==> src/hw/rtl/tgag_pkg.sv <==
`timescale 1ns / 1ps
`default_nettype none

package tgag_pkg;

  localparam int unsigned CFG_IDX_W = 2;

  localparam logic [CFG_IDX_W-1:0] REG_CYCLE_RATE = 2'd0;
  localparam logic [CFG_IDX_W-1:0] REG_STRIDE     = 2'd1;
  localparam logic [CFG_IDX_W-1:0] REG_LIFT       = 2'd2;

  localparam logic [31:0] CYCLE_RATE_RST = 32'd4295;
  localparam logic [14:0] STRIDE_RST     = 15'd1608;
  localparam logic [14:0] LIFT_RST       = 15'd1229;

  localparam logic [3:0] DIR_STOP = 4'd8;
  localparam logic [2:0] LEG_LAST = 3'd5;

  // legs 1, 2 and 5 run with their phase offset by half a turn
  localparam logic [5:0] LAG_MASK = 6'b100110;

  localparam logic [63:0] PI_Q30 = 64'd3373259426;

  localparam logic signed [15:0] DIR_COEF [8][6] = '{
    '{-16'sd8192,   16'sd8192, -16'sd16384,  16'sd16384,  -16'sd8192,   16'sd8192},
    '{ 16'sd8192,  -16'sd8192,  16'sd16384, -16'sd16384,   16'sd8192,  -16'sd8192},
    '{ 16'sd14189,  16'sd14189,  16'sd0,      16'sd0,     -16'sd14189, -16'sd14189},
    '{-16'sd14189, -16'sd14189,  16'sd0,      16'sd0,      16'sd14189,  16'sd14189},
    '{ 16'sd4240,   16'sd15826, -16'sd11585,  16'sd11585, -16'sd15826,  -16'sd4240},
    '{-16'sd15826,  -16'sd4240, -16'sd11585,  16'sd11585,   16'sd4240,  16'sd15826},
    '{ 16'sd15826,   16'sd4240,  16'sd11585, -16'sd11585,  -16'sd4240, -16'sd15826},
    '{ -16'sd4240, -16'sd15826,  16'sd11585, -16'sd11585,  16'sd15826,   16'sd4240}
  };

  function automatic logic signed [15:0] sat18(input logic signed [17:0] v);
    logic signed [15:0] r;
    if (v > 18'sd32767) begin
      r = 16'sh7fff;
    end else if (v < -18'sd32768) begin
      r = -16'sh8000;
    end else begin
      r = v[15:0];
    end
    return r;
  endfunction

  // Q30 Taylor series of sin(x), seven terms, result unsigned Q0.16
  function automatic logic [15:0] sine_entry(input logic [63:0] x);
    logic [63:0]        x2;
    logic [63:0]        t;
    logic signed [63:0] s;
    logic [15:0]        r;
    x2 = (x * x) >> 30;
    t  = x;
    s  = $signed(x);
    t  = ((t * x2) >> 30) / 64'd6;
    s  = s - $signed(t);
    t  = ((t * x2) >> 30) / 64'd20;
    s  = s + $signed(t);
    t  = ((t * x2) >> 30) / 64'd42;
    s  = s - $signed(t);
    t  = ((t * x2) >> 30) / 64'd72;
    s  = s + $signed(t);
    t  = ((t * x2) >> 30) / 64'd110;
    s  = s - $signed(t);
    t  = ((t * x2) >> 30) / 64'd156;
    s  = s + $signed(t);
    if (s < 0) begin
      s = 64'sd0;
    end
    s = (s + 64'sd8192) >>> 14;
    if (s > 64'sd65535) begin
      r = 16'hffff;
    end else begin
      r = s[15:0];
    end
    return r;
  endfunction

endpackage

`default_nettype wire

==> src/hw/rtl/tgag_sine_rom.sv <==
`timescale 1ns / 1ps
`default_nettype none

module tgag_sine_rom #(
  parameter int DEPTH = 256,
  localparam int AW = $clog2(DEPTH)
) (
  input  wire logic          clk_i,
  input  wire logic [AW-1:0] addr_i,
  output logic      [15:0]   data_o
);

  logic [15:0] rom_w [DEPTH];
  logic [15:0] data_q;

  for (genvar i = 0; i < DEPTH; i++) begin : g_rom
    localparam logic [63:0] K = (2 * i > DEPTH) ? 64'(DEPTH - i) : 64'(i);
    localparam logic [63:0] X = tgag_pkg::PI_Q30 * K / DEPTH;
    assign rom_w[i] = tgag_pkg::sine_entry(X);
  end

  always_ff @(posedge clk_i) begin
    data_q <= rom_w[addr_i];
  end

  assign data_o = data_q;

endmodule

`default_nettype wire

==> src/hw/rtl/tgag_mul.sv <==
`timescale 1ns / 1ps
`default_nettype none

module tgag_mul (
  input  wire logic               clk_i,
  input  wire logic signed [31:0] a_i,
  input  wire logic signed [32:0] b_i,
  output logic signed      [64:0] p_o
);

  logic signed [64:0] p_d;
  logic signed [64:0] p_q;

  assign p_d = a_i * b_i;

  always_ff @(posedge clk_i) begin
    p_q <= p_d;
  end

  assign p_o = p_q;

endmodule

`default_nettype wire

==> src/hw/rtl/tripod_gait_angle_generator_top.sv <==
`timescale 1ns / 1ps
`default_nettype none

// Tripod gait angle generator. Each accepted tick yields six poses, legs 0 to 5 in
// order, the sixth flagged by last_leg_o. One registered multiplier is shared by all
// steps. A walking tick is accepted, then ST_PHASE and ST_ADV advance the phase and
// ST_LEG0 to ST_LEG3 per leg handle the projection, the swing product and the lift;
// a standing or stopped tick uses ST_LEG0 and ST_LEG3 per leg. The output side can
// hold a tick in ST_LEG3. The block is not ready while a tick is in progress. The
// half-sine table is a constant ROM of SINE_TABLE_DEPTH entries, registered read;
// no clearing pass. Configuration writes are expected only while the block is idle.
module tripod_gait_angle_generator_top #(
  parameter int SINE_TABLE_DEPTH = 256
) (
  input  wire logic                           clk_i,
  input  wire logic                           rst_ni,
  input  wire logic                           cfg_we_i,
  input  wire logic [tgag_pkg::CFG_IDX_W-1:0] cfg_index_i,
  input  wire logic [31:0]                    cfg_data_i,
  input  wire logic                           in_valid_i,
  output logic                                in_ready_o,
  input  wire logic                           walking_i,
  input  wire logic [3:0]                     direction_i,
  input  wire logic [15:0]                    delta_time_i,
  input  wire logic signed [15:0]             stand_middle_i,
  input  wire logic signed [15:0]             stand_distal_i,
  output logic                                out_valid_o,
  input  wire logic                           out_ready_i,
  output logic [2:0]                          leg_index_o,
  output logic signed [15:0]                  root_angle_o,
  output logic signed [15:0]                  middle_angle_o,
  output logic signed [15:0]                  distal_angle_o,
  output logic                                last_leg_o
);

  localparam int IDX_W = $clog2(SINE_TABLE_DEPTH);
  localparam logic [IDX_W:0] DEPTH_C = (IDX_W + 1)'(SINE_TABLE_DEPTH);

  localparam logic [2:0] ST_IDLE  = 3'd0;
  localparam logic [2:0] ST_PHASE = 3'd1;
  localparam logic [2:0] ST_ADV   = 3'd2;
  localparam logic [2:0] ST_LEG0  = 3'd3;
  localparam logic [2:0] ST_LEG1  = 3'd4;
  localparam logic [2:0] ST_LEG2  = 3'd5;
  localparam logic [2:0] ST_LEG3  = 3'd6;

  logic [2:0]         state_q, state_d;
  logic [2:0]         leg_q, leg_d;
  logic [31:0]        phase_q, phase_d;
  logic [31:0]        rate_q;
  logic [14:0]        stride_q;
  logic [14:0]        lift_q;

  logic               still_q;
  logic [3:0]         dir_q;
  logic [15:0]        dt_q;
  logic signed [15:0] smid_q;
  logic signed [15:0] sdist_q;

  logic signed [31:0] d_q;
  logic               first_q;
  logic signed [15:0] root_q;

  logic               out_valid_q;
  logic [2:0]         out_leg_q;
  logic signed [15:0] out_root_q;
  logic signed [15:0] out_mid_q;
  logic signed [15:0] out_dist_q;
  logic               out_last_q;

  logic               accept;
  logic               load;
  logic               still_in;

  logic [31:0]        lp;
  logic [30:0]        u;
  logic               first_w;
  logic signed [31:0] d_w;
  logic [31+IDX_W:0]  idx_prod;
  logic [IDX_W-1:0]   rom_addr;
  logic [15:0]        rom_data;
  logic signed [15:0] coef;

  logic signed [31:0] mul_a;
  logic signed [32:0] mul_b;
  logic signed [64:0] mul_p;

  logic               prod_neg;
  logic [64:0]        prod_mag;
  logic [64:0]        rnd_sum;
  logic [16:0]        rnd;
  logic signed [17:0] root_s;

  logic [31:0]        lift_sum;
  logic [15:0]        lift_w;
  logic signed [17:0] mid_s;
  logic signed [17:0] dist_s;

  assign in_ready_o = (state_q == ST_IDLE);
  assign accept     = in_valid_i && in_ready_o;
  assign still_in   = !walking_i || (direction_i == tgag_pkg::DIR_STOP);
  assign load       = (state_q == ST_LEG3) && (!out_valid_q || out_ready_i);

  assign lp       = {phase_q[31] ^ tgag_pkg::LAG_MASK[leg_q], phase_q[30:0]};
  assign u        = lp[30:0];
  assign first_w  = !lp[31];
  assign d_w      = first_w ? ({1'b0, u} - 32'sh4000_0000) : (32'sh4000_0000 - {1'b0, u});
  assign idx_prod = (32 + IDX_W)'(u) * (32 + IDX_W)'(DEPTH_C);
  assign rom_addr = idx_prod[30+IDX_W:31];
  assign coef     = dir_q[3] ? 16'sd0 : tgag_pkg::DIR_COEF[dir_q[2:0]][leg_q];

  tgag_sine_rom #(
    .DEPTH (SINE_TABLE_DEPTH)
  ) u_rom (
    .clk_i  (clk_i),
    .addr_i (rom_addr),
    .data_o (rom_data)
  );

  always_comb begin
    mul_a = 32'sd0;
    mul_b = 33'sd0;
    case (state_q)
      ST_PHASE: begin
        mul_a = {16'b0, dt_q};
        mul_b = {1'b0, rate_q};
      end
      ST_LEG0: begin
        mul_a = {{16{coef[15]}}, coef};
        mul_b = {18'b0, stride_q};
      end
      ST_LEG1: begin
        mul_a = mul_p[31:0];
        mul_b = {d_q[31], d_q};
      end
      ST_LEG2, ST_LEG3: begin
        mul_a = {17'b0, lift_q};
        mul_b = {17'b0, rom_data};
      end
      default: begin
        mul_a = 32'sd0;
        mul_b = 33'sd0;
      end
    endcase
  end

  tgag_mul u_mul (
    .clk_i (clk_i),
    .a_i   (mul_a),
    .b_i   (mul_b),
    .p_o   (mul_p)
  );

  assign prod_neg = mul_p[64];
  assign prod_mag = prod_neg ? (-mul_p) : mul_p;
  assign rnd_sum  = prod_mag + (65'd1 << 43);
  assign rnd      = rnd_sum[60:44];
  assign root_s   = prod_neg ? -$signed({1'b0, rnd}) : $signed({1'b0, rnd});

  assign lift_sum = mul_p[31:0] + 32'd32768;
  assign lift_w   = first_q ? lift_sum[31:16] : 16'd0;
  assign mid_s    = {{2{smid_q[15]}}, smid_q} + $signed({2'b00, lift_w});
  assign dist_s   = {{2{sdist_q[15]}}, sdist_q} - $signed({2'b00, lift_w});

  always_comb begin
    state_d = state_q;
    leg_d   = leg_q;
    phase_d = phase_q;
    case (state_q)
      ST_IDLE: begin
        if (accept) begin
          leg_d = 3'd0;
          if (still_in) begin
            phase_d = 32'd0;
            state_d = ST_LEG0;
          end else begin
            state_d = ST_PHASE;
          end
        end
      end
      ST_PHASE: begin
        state_d = ST_ADV;
      end
      ST_ADV: begin
        phase_d = phase_q + mul_p[31:0];
        state_d = ST_LEG0;
      end
      ST_LEG0: begin
        state_d = still_q ? ST_LEG3 : ST_LEG1;
      end
      ST_LEG1: begin
        state_d = ST_LEG2;
      end
      ST_LEG2: begin
        state_d = ST_LEG3;
      end
      ST_LEG3: begin
        if (load) begin
          if (leg_q == tgag_pkg::LEG_LAST) begin
            state_d = ST_IDLE;
          end else begin
            leg_d   = leg_q + 3'd1;
            state_d = ST_LEG0;
          end
        end
      end
      default: begin
        state_d = ST_IDLE;
      end
    endcase
  end

  always_ff @(posedge clk_i or negedge rst_ni) begin
    if (!rst_ni) begin
      state_q     <= ST_IDLE;
      leg_q       <= 3'd0;
      phase_q     <= 32'd0;
      out_valid_q <= 1'b0;
    end else begin
      state_q <= state_d;
      leg_q   <= leg_d;
      phase_q <= phase_d;
      if (load) begin
        out_valid_q <= 1'b1;
      end else if (out_ready_i) begin
        out_valid_q <= 1'b0;
      end
    end
  end

  always_ff @(posedge clk_i or negedge rst_ni) begin
    if (!rst_ni) begin
      rate_q   <= tgag_pkg::CYCLE_RATE_RST;
      stride_q <= tgag_pkg::STRIDE_RST;
      lift_q   <= tgag_pkg::LIFT_RST;
    end else if (cfg_we_i) begin
      case (cfg_index_i)
        tgag_pkg::REG_CYCLE_RATE: rate_q   <= cfg_data_i;
        tgag_pkg::REG_STRIDE:     stride_q <= cfg_data_i[14:0];
        tgag_pkg::REG_LIFT:       lift_q   <= cfg_data_i[14:0];
        default: begin
        end
      endcase
    end
  end

  always_ff @(posedge clk_i) begin
    if (accept) begin
      still_q <= still_in;
      dir_q   <= direction_i;
      dt_q    <= delta_time_i;
      smid_q  <= stand_middle_i;
      sdist_q <= stand_distal_i;
    end
    if (state_q == ST_LEG0) begin
      d_q     <= d_w;
      first_q <= first_w && !still_q;
      root_q  <= 16'sd0;
    end
    if (state_q == ST_LEG2) begin
      root_q <= tgag_pkg::sat18(root_s);
    end
    if (load) begin
      out_leg_q  <= leg_q;
      out_root_q <= root_q;
      out_mid_q  <= tgag_pkg::sat18(mid_s);
      out_dist_q <= tgag_pkg::sat18(dist_s);
      out_last_q <= (leg_q == tgag_pkg::LEG_LAST);
    end
  end

  assign out_valid_o    = out_valid_q;
  assign leg_index_o    = out_leg_q;
  assign root_angle_o   = out_root_q;
  assign middle_angle_o = out_mid_q;
  assign distal_angle_o = out_dist_q;
  assign last_leg_o     = out_last_q;

endmodule

`default_nettype wire

==> config.mk <==
export PLATFORM = sky130hd
export DESIGN_NAME = tripod_gait_angle_generator_top
export DESIGN_NICKNAME = d
export VERILOG_FILES = /design/src/hw/rtl/tgag_pkg.sv /design/src/hw/rtl/tgag_sine_rom.sv /design/src/hw/rtl/tgag_mul.sv /design/src/hw/rtl/tripod_gait_angle_generator_top.sv
export SDC_FILE = /design/constraint.sdc
export NUM_CORES = 2
export LEC_CHECK = 0
export BUFFER_PORTS_ARGS = -buffer_cell sky130_fd_sc_hd__buf_2
export CORE_MARGIN = 2
export CORE_UTILIZATION = 40
export CTS_CLUSTER_DIAMETER = 60
export CTS_CLUSTER_SIZE = 24
export DETAILED_ROUTE_END_ITERATION = 16
export PLACE_DENSITY = 0.54
export SLEW_MARGIN = 20
export SYNTH_ARGS = -nofsm -noshare
export SYNTH_HDL_FRONTEND = slang
export SYNTH_SLANG_ARGS = --single-unit
==> constraint.sdc <==
create_clock -name clk_i -period 29.5 [get_ports clk_i]
set_input_delay 0 -clock clk_i [delete_from_list [all_inputs] [get_ports clk_i]]
set_output_delay 0 -clock clk_i [all_outputs]
set_load 0.02 [all_outputs]
; Yosys cells after proc, flatten, opt, wreduce, memory -nomap -nowiden
; Memory sizes are Yosys's and may differ from the RTL's. A register that Yosys moved wholly into a read port is not among the register bits.
; Cells that the tools add are included.
[totals]
memories = 3
register_bits = 320
input_bits = 92
elab_cells = 118
rom_bits = 4872
[op_classes]
n_eq_ne = 14
order_cmp = 9
reduce_logical = 22
muxes = 34
n_mul = 1
n_addsub = 10
n_bitwise = 4
[mem_list]
columns = name, words, word_bits, rd, rd_ports_with_merged_regs, wr, line_no
row1 = (no name shown), 256, 16, 1, 1, 0, tgag_sine_rom.sv:23  ; data_q <= rom_w[addr_i];
row2 = (no name shown), 8, 96, 1, 0, 0, tripod_gait_angle_generator_top.sv:110  ; assign coef = dir_q[3] ? 16'sd0 : tgag_pkg::DIR_COEF[dir_q[2:0]][leg_q];
row3 = (no name shown), 8, 1, 1, 0, 0, tripod_gait_angle_generator_top.sv:104  ; assign lp = {phase_q[31] ^ tgag_pkg::LAG_MASK[leg_q], phase_q[30:0]};
[op_table]
columns = cell, count
row1 = 96-bit 2-to-1 mux, 2
row2 = 16-bit 2-to-1 mux, 10
row3 = 33-bit case mux with 4 select lines, 1
row4 = 32-bit case mux with 4 select lines, 1
row5 = 32-bit 2-to-1 mux, 3
row6 = 32-bit by 33-bit multiplier with 65-bit output, 1
row7 = 32-bit case mux with 2 select lines, 1
row8 = 61-bit by 44-bit adder with 61-bit output (second input constant), 1
row9 = 61-bit 2-to-1 mux, 1
row10 = 61-bit negation, 1
row11 = 18-bit by 16-bit greater-than comparator with 1-bit output (second input constant), 3
row12 = 18-bit by 16-bit < comparator with 1-bit output (second input constant), 3
row13 = 16-bit binary-select mux with 3-bit select, 1
row14 = 32-bit by 16-bit adder with 32-bit output (second input constant), 1
row15 = 32-bit adder, 1
row16 = 31-bit by 31-bit subtractor with 32-bit output (first input constant), 1
row17 = 31-bit by 31-bit subtractor with 32-bit output (second input constant), 1
row18 = 3-bit case mux with 7 select lines, 1
row19 = 16-bit by 17-bit adder with 18-bit output, 1
row20 = 18-bit 2-to-1 mux, 1
row21 = 17-bit negation with 18-bit output, 1
row22 = 16-bit by 17-bit subtractor with 18-bit output, 1
row23 = 3-bit 2-to-1 mux, 5
row24 = 3-bit == test (second input constant), 4
row25 = 26 further kinds, 47

; Logic depth before layout (Yosys ltp)
[depth]
ltp_word = 10
mapped_depth = 40
depth_no_buf = 37

; Cells and area by module
; From an unflattened synthesis, not the netlist that was laid out.
[unflattened]
hier_cells = 6627
area_unflattened_um2 = 60759.5
[modules_own_cells]
columns = mod, area_each_um2, seq_area_each_um2, cells_each, n_inst
row1 = tgag_mul, 39058.7, 1301.2, 4208, 1
row2 = tripod_gait_angle_generator_top, 16563.4, 7171.9, 1629, 1
row3 = tgag_sine_rom, 5137.4, 320.3, 790, 1

; Worst setup path after synthesis
; Ideal clock, no wire load.
[synth_timing]
path_type = register to register
startpoint = register state_q[2]
endpoint = register u_mul.p_q[64], in the netlist u_mul.p_o[64]
slack_ps = 20147
period_less_slack_ps = 9353
arrival_ps = 9232
t_required_ps = 29379
path_stages_with_launch = 39
path_buffers = 5
setup_time_ps = 121
cell_sequence = dfrtp_1 > clkbuf_1 > nor2b_1 > clkbuf_1 > nand2_1 > or2_2 > clkbuf_1 > nor2_1 > inv_1 > a21oi_1 > a211o_1 > clkbuf_1 > nand2_1 > fa_1 > inv_1 > fa_1 > fa_1 > fa_1 > [... 3 more ...] > fa_1 > inv_1 > fa_1 > inv_1 > fa_1 > ha_1 > clkbuf_1 > a21o_1 > a21o_1 > a21oi_1 > nor2b_1 > o21ai_0 > nand2b_1 > a21oi_1 > o21bai_1 > o41ai_1 > o21ai_0 > xnor2_1
[synth_via]
elab_chain_cells = 4
[synth_rtl]
columns = item, line_no
row1 = start: declaration, tripod_gait_angle_generator_top.sv:47  ; logic [2:0] state_q, state_d;
row2 = start signal: assignment, tripod_gait_angle_generator_top.sv:220  ; state_q <= state_d;
row3 = 3-bit == test, tripod_gait_angle_generator_top.sv:123  ; case (state_q)
row4 = 2-bit OR reduction, tripod_gait_angle_generator_top.sv:123
row5 = 32-bit case mux with 4 select lines / 33-bit case mux with 4 select lines (equally long branches), tripod_gait_angle_generator_top.sv:123
row6 = 32-bit by 33-bit multiplier with 65-bit output (*), tgag_mul.sv:14  ; assign p_d = a_i * b_i;
row7 = net u_mul.p_d[64], tgag_mul.sv:11  ; logic signed [64:0] p_d;
row8 = end signal: assignment, tgag_mul.sv:17  ; p_q <= p_d;
row9 = end: declaration, tgag_mul.sv:12  ; logic signed [64:0] p_q;
; Mark *: on every way through the listed nets, which the timed path passes. The rest lies on a longest branch.
; A chain may end at the register's enable or synchronous reset.

; Final worst setup path
[layout_timing]
startpoint = register state_q[1]
endpoint = register u_mul.p_q[64], in the netlist u_mul.p_o[64]
; The elaborated chain is that of the path after synthesis.

==> run_results.csv <==
group,metric,value,unit
global_routing,grt_antenna_before_repair,1,
synth,synth_area_leaders,"fa_1, edfxtp_1, inv_1",
drt,firstDrtPassIters,8,
drt,drt-total-wl,215,mm
status,outcome,"finished, final reports clean",
global_routing,busiest_layer,"met2",
timing,setup_viol,0,
synth,async_flop_share,0.303,
layout,layout-drive-gt1-share,0.0832,
synth,synth.largest_area_cell,"fa_1",
clock_tree,tritoncts,"built",
layout,multiInputGateArea,44600,µm²
timing,clock_skew,0.0488,ns
global_routing,grt_start_max_net_pins,89,
timing,finalSetupTns,0,ns
synth,syn_nets,8125,
floorplan,io_pins,146,
worst_hold_path,hp-class,"primary input to register",
clock_tree,insertion_delay,0.66,ns
layout,regArea,8750,µm²
layout,nets,8197,
setup_path,end_kind,"register",
timing,worstMarginPinSlew,1.27,ns
layout,syn2layout_area_growth,9.67,%
floorplan,fp.coreArea,146000,µm²
global_routing,use_met2,0.443,
timing,finalCritPeriodShare,0.382,
synth,synth_top_area_share,0.379,
layout,utilization,0.443,
setup_path,worstSetupPathType,"register to register",
place,place_hpwl,163,mm
clock_tree,cts-hold-fix-buffers,95,
synth,syn_area,59000,µm²
global_routing,use_met3,0.0605,
clock_tree,post_cts_resized,0,
clock_tree,cts.path.max_buffers,3,
setup_path,cp_common_cell,"fa_1",
floorplan,start_util,0.404,
synth,postSynthCellCount,6628,
global_routing,grt_pass1_wl,324,mm
synth,synth_edf_count,154,
timing,rsz0062_at_grt,"no",
timing,fmax,88.7,MHz
drt,post_drt_wl_per_cell,24.8,µm
setup_path,cp.required,29.99,ns
setup_path,slowest_stage,"buf_4",
global_routing,grt_pass1_vias,49841,
floorplan,dieArea,151000,µm²
clock_tree,cts_root_buf,"clkbuf_16",
clock_tree,numClockSinks,333,
floorplan,die_h,388,µm
global_routing,grt_use_total,0.288,
drt,num_vias,48908,
floorplan,dieWidth,388,µm
place,port_buffers,145,
synth,synth_flop_cell,"edfxtp_1",
setup_path,arrival,11.76,ns
clock_tree,clkTransAtPathRegs,0.08,ns
timing,finalCriticalPeriod,11.27,ns
clock_tree,cts_buffers,42,
layout,fillCellCount,14431,
drt,drc,0,
timing,finalMaxSlewViolations,0,
synth,yosysUniqueCellTypes,91,
synth,yosysWarnings,0,
timing,whs,0.0162,ns
place,gp_congestion,0.998,
drt,ant_nets,0,
timing,slew_headroom,0.155,
setup_path,cp_max_fo,74,
global_routing,gr-total-overflow,0,
setup_path,cp-start-kind,"register",
clock_tree,postCtsSetupBuffers,0,
drt,vias_per_cell,5.65,
clock_tree,h-tree-depth,2,
synth,yosys_register_bits,333,
timing,report.final.hold_viol_count,0,
flow_run,drv_cap,0,
synth,synth.yosys.seq_area_share,0.148,
setup_path,max_stage_delay,0.66,ns
synth,syn_avg_cell_area,8.90,µm²
drt,drt_iter0_drc,5553,
floorplan,fp-row-count,140,
global_routing,grt_use_met1,0.392,
[cells in the final DEF, fill, tap and decap left out, types with 52 or more instances in the layout]
cell	n
fa_1	1115
ha_1	289
a21o_1	109
xor2_1	83
nor2_1	650
mux2_2	73
nand2b_1	52
buf_4	151
nand3_1	77
a21oi_1	271
o21ai_0	245
dfrtp_1	77
nand2_1	868
edfxtp_1	154
dlygate4sd3_1	94
nor3_1	61
dfxtp_1	78
inv_1	1187
buf_2	144
xnor2_1	125
[cell families after synthesis]
group,synth area share
multiplexers,0.0195
adder cells (fa/ha/maj),0.440
AO/OA/AOI/OAI,0.122
AND/OR/NAND/NOR,0.140
buffers and inverters,0.0993
flip-flops,0.148
XOR/XNOR,0.0315
[critical path, delay by kind of cell, from the launching register on]
| kind | cells | cell delay (ns) |
|---|---|---|
| XOR/XNOR | 1 | 0.15 |
| adder cells (fa/ha/maj) | 9 | 4.45 |
| flip-flops | 1 | 0.35 |
| buffers and inverters | 6 | 1.46 |
| AO/OA/AOI/OAI | 11 | 3.27 |
| AND/OR/NAND/NOR | 6 | 1.41 |
[cell type report]
cell class	instances	area share
inverter	1196	0.0694
multi-input combinational	4737	0.690
clock buffer	44	0.0169
tap	1917	0.0371
clock inverter	33	0.00762
antenna	2	0.0000774
timing repair buffer	390	0.0435
sequential	333	0.135
[layer usage]
layer / wire [µm] / part of all wire
met5: 0 / 0
met4: 11700 / 0.054
met3: 20700 / 0.096
met2: 94100 / 0.44
met1: 88500 / 0.41
[path summary, 6_finish.rpt]
kind                           startpoint               end  slack, ns  depth (start not counted)
setup / recovery               state_q[1]     u_mul.p_o[64]      18.23                         33
hold / removal             cfg_index_i[0]         rate_q[4]       0.02                          5
setup reg to reg               state_q[1]     u_mul.p_o[64]      18.23                         33
min in group asynchronous          rst_ni       stride_q[3]       0.50                          3
max in group asynchronous          rst_ni       phase_q[25]      28.01                          4
hold reg to reg                root_q[11]  root_angle_o[11]       0.41                          0
[cell usage after synthesis (11+ instances only)]
cell type	number
a211o_1	18
a211oi_1	44
a21o_1	112
a21oi_1	289
a221oi_1	31
a22o_1	27
a22oi_1	47
a311oi_1	21
a31oi_1	38
and2_1	35
and3_1	26
buf_1	32
clkbuf_1	327
dfrtp_1	85
dfstp_2	16
dfxtp_1	78
edfxtp_1	154
fa_1	1115
ha_1	290
inv_1	1189
mux2_2	73
nand2_1	868
nand2b_1	52
nand3_1	77
nand4_1	24
nor2_1	655
nor2b_1	30
nor3_1	62
nor4_1	25
o211ai_1	26
o21a_1	22
o21ai_0	245
o21bai_1	18
o221ai_1	18
o22ai_1	13
o31ai_1	33
o41ai_1	12
or2_2	12
or3_1	21
or4_1	11
xnor2_1	125
xor2_1	84
[sequential cells by signal, summed over array words and instances (netlist names), 4 cells and up]
name            cells
smid_q             16
root_q             16
rate_q             32
phase_q            32
sdist_q            16
distal_angle_o     16
d_q                32
lift_q             15
middle_angle_o     16
dir_q               4
stride_q           15
root_angle_o       16
dt_q               16
u_rom.data_o       16
u_mul.p_o          62
[stage by stage]
step / worst slack (ns) / std cells / cell area (µm²)
finish: 18.23 / 8652 / 64700
global route: 17.45 / 8650 / 64700
CTS: 18.25 / 8650 / 64600
detailed placement: 18.32 / 8478 / 62100
global placement: 18.54 / 8478 / 62100
floorplan: 20.15 / 6628 / 59000
Power is not shown: default switching activity piles up to over one toggle a cycle in this logic, so the estimate is an artifact.
